--- src/hw/rtl/assert_macros.svh ---
// Assertion helpers used by tagged_record_store.
`ifndef ASSERT_MACROS_SVH
`define ASSERT_MACROS_SVH

// Same-cycle implication, disabled while in reset.
`define CHK_IMPLY(lbl, ante, cons, msg) \
    lbl: assert property (@(posedge clk) disable iff (!rst_n) (ante) |-> (cons)) \
        else $error(msg);

// Next-cycle implication, disabled while in reset.
`define CHK_NEXT(lbl, ante, cons, msg) \
    lbl: assert property (@(posedge clk) disable iff (!rst_n) (ante) |=> (cons)) \
        else $error(msg);

`endif

--- src/hw/rtl/trs_fifo.sv ---
module trs_fifo #(
    parameter int W     = 8,
    parameter int DEPTH = 4
) (
    input  logic         clk,
    input  logic         rst_n,
    input  logic         wr_en,
    input  logic [W-1:0] wr_data,
    output logic         full,
    input  logic         rd_en,
    output logic [W-1:0] rd_data,
    output logic         empty
);
    localparam int PW = (DEPTH > 1) ? $clog2(DEPTH) : 1;

    logic [W-1:0] slots [DEPTH];
    logic [PW:0]  wr_ptr_reg;
    logic [PW:0]  wr_ptr_next;
    logic [PW:0]  rd_ptr_reg;
    logic [PW:0]  rd_ptr_next;
    logic [PW:0]  count;

    assign count   = wr_ptr_reg - rd_ptr_reg;
    assign full    = (count == (PW + 1)'(DEPTH));
    assign empty   = (count == '0);
    assign rd_data = slots[rd_ptr_reg[PW-1:0]];

    always_comb
    begin
        wr_ptr_next = wr_ptr_reg;
        rd_ptr_next = rd_ptr_reg;
        if (wr_en && !full)
        begin
            wr_ptr_next = (wr_ptr_reg[PW-1:0] == PW'(DEPTH - 1)) ?
                          {~wr_ptr_reg[PW], {PW{1'b0}}} : wr_ptr_reg + 1'b1;
        end
        if (rd_en && !empty)
        begin
            rd_ptr_next = (rd_ptr_reg[PW-1:0] == PW'(DEPTH - 1)) ?
                          {~rd_ptr_reg[PW], {PW{1'b0}}} : rd_ptr_reg + 1'b1;
        end
    end

    always_ff @(posedge clk or negedge rst_n)
    begin
        if (!rst_n)
        begin
            wr_ptr_reg <= '0;
            rd_ptr_reg <= '0;
        end
        else
        begin
            wr_ptr_reg <= wr_ptr_next;
            rd_ptr_reg <= rd_ptr_next;
        end
    end

    always_ff @(posedge clk)
    begin
        if (wr_en && !full)
        begin
            slots[wr_ptr_reg[PW-1:0]] <= wr_data;
        end
    end
endmodule

--- config.mk ---
export PLATFORM = sky130hd
export DESIGN_NAME = trs_fifo
export DESIGN_NICKNAME = d
export VERILOG_FILES = /design/src/hw/rtl/assert_macros.svh /design/src/hw/rtl/trs_fifo.sv
export SDC_FILE = /design/constraint.sdc
export NUM_CORES = 1
export LEC_CHECK = 0
export BUFFER_PORTS_ARGS = -buffer_cell sky130_fd_sc_hd__buf_2
export CELL_PAD_IN_SITES_DETAIL_PLACEMENT = 0
export CELL_PAD_IN_SITES_GLOBAL_PLACEMENT = 1
export CORE_ASPECT_RATIO = 0.9
export CORE_UTILIZATION = 51
export DETAILED_ROUTE_END_ITERATION = 16
export PLACE_DENSITY_LB_ADDON = 0.05
export SETUP_SLACK_MARGIN = 0.3
export SYNTH_ARGS = -nofsm -noshare
export SYNTH_HDL_FRONTEND = slang
export SYNTH_SLANG_ARGS = --single-unit
--- constraint.sdc ---
create_clock -name clk -period 4.54 [get_ports clk]
set_input_delay 0.454 -clock clk [delete_from_list [all_inputs] [get_ports clk]]
set_output_delay 0.454 -clock clk [all_outputs]
set_load 0.02 [all_outputs]
Word level (Yosys, flattened, before mapping)
Memories as Yosys holds them, arrays and structs flattened.
Cells that the tools add are included.
{ "word_totals": {"ram_bits": 32, "memories": 1, "input_bits": 12, "word_cells": 20, "reg_bits": 6, "output_inout_bits": 10} }
{ "mem_list": {"columns": ["name", "depth", "word_bits", "rd", "rd_ports_with_merged_regs", "write_ports", "line_no", "source"], "rows": [
  ["slots", 4, 8, 1, 0, 1, "trs_fifo.sv:16", "logic [W-1:0] slots [DEPTH];"]
]} }
{ "classes": {"n_addsub": 3, "eq_ne": 3, "reduce_logical": 5, "n_mux": 4, "n_bitwise": 2} }
{ "ops": {"columns": ["cell", "n"], "rows": [
  ["3-bit by 1-bit adder with 3-bit output, second input constant", 2],
  ["3-bit two-way mux", 2],
  ["2-bit == test, second input constant", 2],
  ["3-bit == test, second input constant", 1],
  ["3-bit zero test", 1],
  ["3-bit subtractor", 1],
  ["1-bit logical AND", 2],
  ["1-bit zero test", 2],
  ["1-bit two-way mux", 2],
  ["1-bit NOT", 2]
]} }

Depth between registers and ports, before layout
{ "depth": {"word_depth": 6, "ltp_mapped": 7, "mapped_depth_nobuf": 6} }

Worst setup path before layout
OpenSTA, ideal clock, no wires.
{ "synth_timing": {"kind": "flip-flop to flip-flop", "start": "register rd_ptr_reg[1]", "end": "memory slots[3][0], enable pin", "t_arrival_ps": 1791, "stages_incl_launch_ff": 7, "slack_ps": 2368, "path_cell_list": "dfrtp_1 clkbuf_1 inv_1 ha_1 nor2b_1 xnor2_2 a31oi_1"} }
{ "synth_between": {"elab_chain_cells": 6} }
{ "synth_rtl": {"columns": ["item", "line_no", "source"], "rows": [
  ["start: declaration", "trs_fifo.sv:19", "logic [PW:0] rd_ptr_reg;"],
  ["start signal: assignment", "trs_fifo.sv:54", "rd_ptr_reg <= rd_ptr_next;"],
  ["3-bit subtractor", "trs_fifo.sv:23", "assign count = wr_ptr_reg - rd_ptr_reg;"],
  ["3-bit == test", "trs_fifo.sv:24", "assign full = (count == (PW + 1)'(DEPTH));"],
  ["1-bit zero test", "trs_fifo.sv:60", "if (wr_en && !full)"],
  ["1-bit logical AND", "trs_fifo.sv:60", null],
  ["1-bit two-way mux", "trs_fifo.sv:60", null],
  ["1-bit two-way mux (not written as such)", "trs_fifo.sv:62", "slots[wr_ptr_reg[PW-1:0]] <= wr_data;"],
  ["end: declaration", "trs_fifo.sv:16", null]
]} }
Every way passes these cells.

Worst setup path after layout
{ "layout_timing": {"start": "register rd_ptr_reg[0]", "end": "output full"} }
{ "layout_between": {"elab_chain_cells": 2} }
{ "layout_rtl": {"columns": ["item", "line_no", "source"], "rows": [
  ["3-bit subtractor", "trs_fifo.sv:23", null],
  ["3-bit == test", "trs_fifo.sv:24", null],
  ["end: declaration", "trs_fifo.sv:9", "output logic full,"]
]} }
Every way passes these cells.

==> qor.csv <==
stage,metric,value,unit
hold_path,Min-Delay Endpoint,slots[1][0],
timing,RSZ-0062 raised after global routing,no,
timing,Worst Tran Pin Value,0.985,ns
power_and_ir_drop,Lkg Pwr,0.669,nW
cells_and_area,Final Cell Area,1790,um2
grt,pin count of the biggest net entering global routing,13,
synth,post-synth design cell area,1580,um2
job,maxcap violations,0,
grt,first-pass GRT wire length,3.53,mm
drt,number of DRC markers in iteration 0,9,
worst_setup_path,Worst EP required,4.09,ns
worst_setup_path,critical path peak fanout,12,
synth,Yosys reg bits,38,
floorplanning,Initial Util,0.557,
grt,total track usage,0.171,
cells_and_area,Layout area overhead,13.1,%
worst_setup_path,critical path launch point type,flip-flop,
worst_setup_path,nature of the critical path endpoint,output pin,
timing,setup TNS,0,ns
power_and_ir_drop,VDD IR-drop max,0.355,mV
grt,total congestion overflow,0,
cts,clock-pin slew on the worst setup and hold paths,0.10,ns
worst_setup_path,reg2reg start,rd_ptr_reg[0],
cells_and_area,nets,127,
drt,Post-DRT Antenna Nets,0,
drt,drt first pass iters,4,
cells_and_area,Ant. Diodes,0,
placement,DP HPWL,1.59,mm
grt,number of global-route vias before repair,695,
cts,H-tree depth,2,
cts,CTS Buf Count,5,
worst_setup_path,Reg2Reg Capture Point,slots[3][5],
drt,per-cell routed wire length,15.6,um
cts,worst skew pair latency,0.33,ns
synth,Cell variety after synth,19,
worst_setup_path,r2r worst-path depth,4,
floorplanning,FP Rows,18,
drt,Total Wirelength,2.32,mm
hold_path,worst hold path type,in -> reg,
cts,Root Driver,clkbuf_4,
synth,"Seq/Total Area, Yosys",0.703,
synth,number of synthesis warnings,0,
worst_setup_path,crit path DAT,2.07,ns
hold_path,Hold Crit Start,wr_data[0],
placement,Post-DP Area,1730,um2
drt,via/cell ratio,5.14,
timing,Slew headroom,0.341,
hold_path,worst hold stages,1,
timing,Worst Clk Skew,0.00551,ns
synth,syn avg cell area,19.5,um2
status,status,completed,
synth,synthesized instance count,81,
placement,Buffers on Ports,21,
grt,antenna violations before repair,0,
cts,CTS Sinks,38,
cts,CTS Buffer Depth,2,
floorplanning,Die Height,54.8,um
worst_setup_path,r2r setup slk,2.06,ns
timing,Highest Clock Rate,396,MHz
synth,syn_nets,100,
timing,count of final setup violators,0,
placement,GPL Wtd Cong,0.654,
worst_setup_path,Setup CP Type,reg -> out,
cts,CTS tree,built,
timing,crit path time final,2.53,ns
cts,setup bufs post-CTS,0,
timing,Final period util,0.556,
cells_and_area,max reg flops,32,
cells_and_area,share of post-route cells with drive strength above 1,0.376,
timing,Final Max Tran Viols,0,
floorplanning,I/O pin total,22,
timing,final hold vios,0,
floorplanning,Core Area,2840,um2
drt,Via Count,766,
floorplanning,Die Wd,60.7,um
floorplanning,die area,3330,um2
drt,post-route DRC violation count,0,
power_and_ir_drop,P per Cell Area,691,nW/um2
-- final cells by class --
| cell class | count | area, um2 |
|---|---|---|
| Timing Repair Buffer | 22 | 115 |
| Multi-Input combinational cell | 37 | 445 |
| Sequential cell | 38 | 1110 |
| Tap cell | 40 | 50.0 |
| Clock buffer | 6 | 41.3 |
| Clock inverter | 2 | 8.76 |
| Fill cell | 221 | 1050 |
| Inverter | 4 | 15.0 |
-- critical path: stages, from the launching register on --
cell,delay [ns]
dfrtp_1,0.74
ha_1,0.24
nor2b_1,0.20
xnor2_2,0.20
nor2b_1,0.18
buf_2,0.17
-- synthesized netlist by cell type --
library cell   n  area (um2)
clkbuf_1       1        3.75
buf_2          1        5.00
nor2_1         3        11.3
a31oi_1        1        6.26
xor2_1         1        8.76
ha_1           7        87.6
and2_1         3        18.8
nand2_1        2        7.51
dfrtp_1        6         150
mux2_2         4        45.0
xnor2_2        1        16.3
a31oi_4        1        21.3
inv_1          4        15.0
nor2b_1        2        12.5
edfxtp_1      32         961
xnor2_1        2        17.5
o211ai_1       1        7.51
mux4_2         8         180
o21ai_1        1        5.00
-- cell usage in the layout, fill, tap and decap left out, drive strengths merged --
cell type,instances
dlygate4sd3,1
buf,21
clkbuf,6
ha,7
inv,4
mux4,8
o211ai,1
nor2,3
dfrtp,6
nand2,2
mux2,4
and2,3
xnor2,3
xor2,1
nor2b,2
o21ai,1
a31oi,2
edfxtp,32
clkinv,2
-- where the power goes --
part	switching, mW	internal [mW]	leakage (nW)
clock	0.101	0.0582	0.0297
sequential	0.0773	0.483	0.364
combinational	0.280	0.236	0.276
total	0.459	0.777	0.669
-- cell families after synthesis --
group / Yosys count / synth area share
compound gates: 4 / 0.0253
mux: 12 / 0.143
buf+inv: 6 / 0.0150
xor+xnor: 4 / 0.0269
fa+ha+maj: 7 / 0.0554
flops: 38 / 0.703
simple gates: 10 / 0.0317
-- layer usage --
| metal | up-vias | global-route usage | wire length [um] |
|---|---|---|---|
| li1 | 369 | - | - |
| met1 | 369 | 0.234 | 1120 |
| met2 | 24 | 0.231 | 1050 |
| met3 | 4 | 0.0804 | 139 |
| met4 | 0 | 0.0795 | 18 |
| met5 | - | 0 | 0 |
-- stage by stage --
step            util  total power [mW]  setup slack [ns]  instances  hold WS (ns)
6_report       0.630              1.24              2.01        149         0.331
5_1_grt        0.630              1.33              1.76        149         0.308
4_1_cts        0.630              1.25              1.92        149         0.313
3_5_place_dp   0.608              1.09              1.99        140         0.290
3_3_place_gp   0.608              1.08              2.00        140         0.287
2_1_floorplan      -             0.958              2.37         81         0.158
-- worst max path at each step --
| stage | from | end | slack, ns | cells past startpoint |
|---|---|---|---|---|
| floorplan | rd_ptr_reg[1] | slots[3][0] | 2.37 | 6 |
| global placement | rd_ptr_reg[0] | slots[3][5] | 2.00 | 4 |
| detailed placement | rd_ptr_reg[0] | slots[3][2] | 1.99 | 4 |
| CTS | rd_ptr_reg[0] | full | 1.92 | 5 |
| global route | rd_ptr_reg[0] | full | 1.76 | 5 |
| finish | rd_ptr_reg[0] | full | 2.01 | 5 |
-- what timing repair did --
action | 4_1_cts | 5_1_grt
resized for setup | 0 | 0
hold endpoints to repair | 6 | 0
hold buffers | 1 | 0
Note: power is estimated with default switching activity, not from simulation.
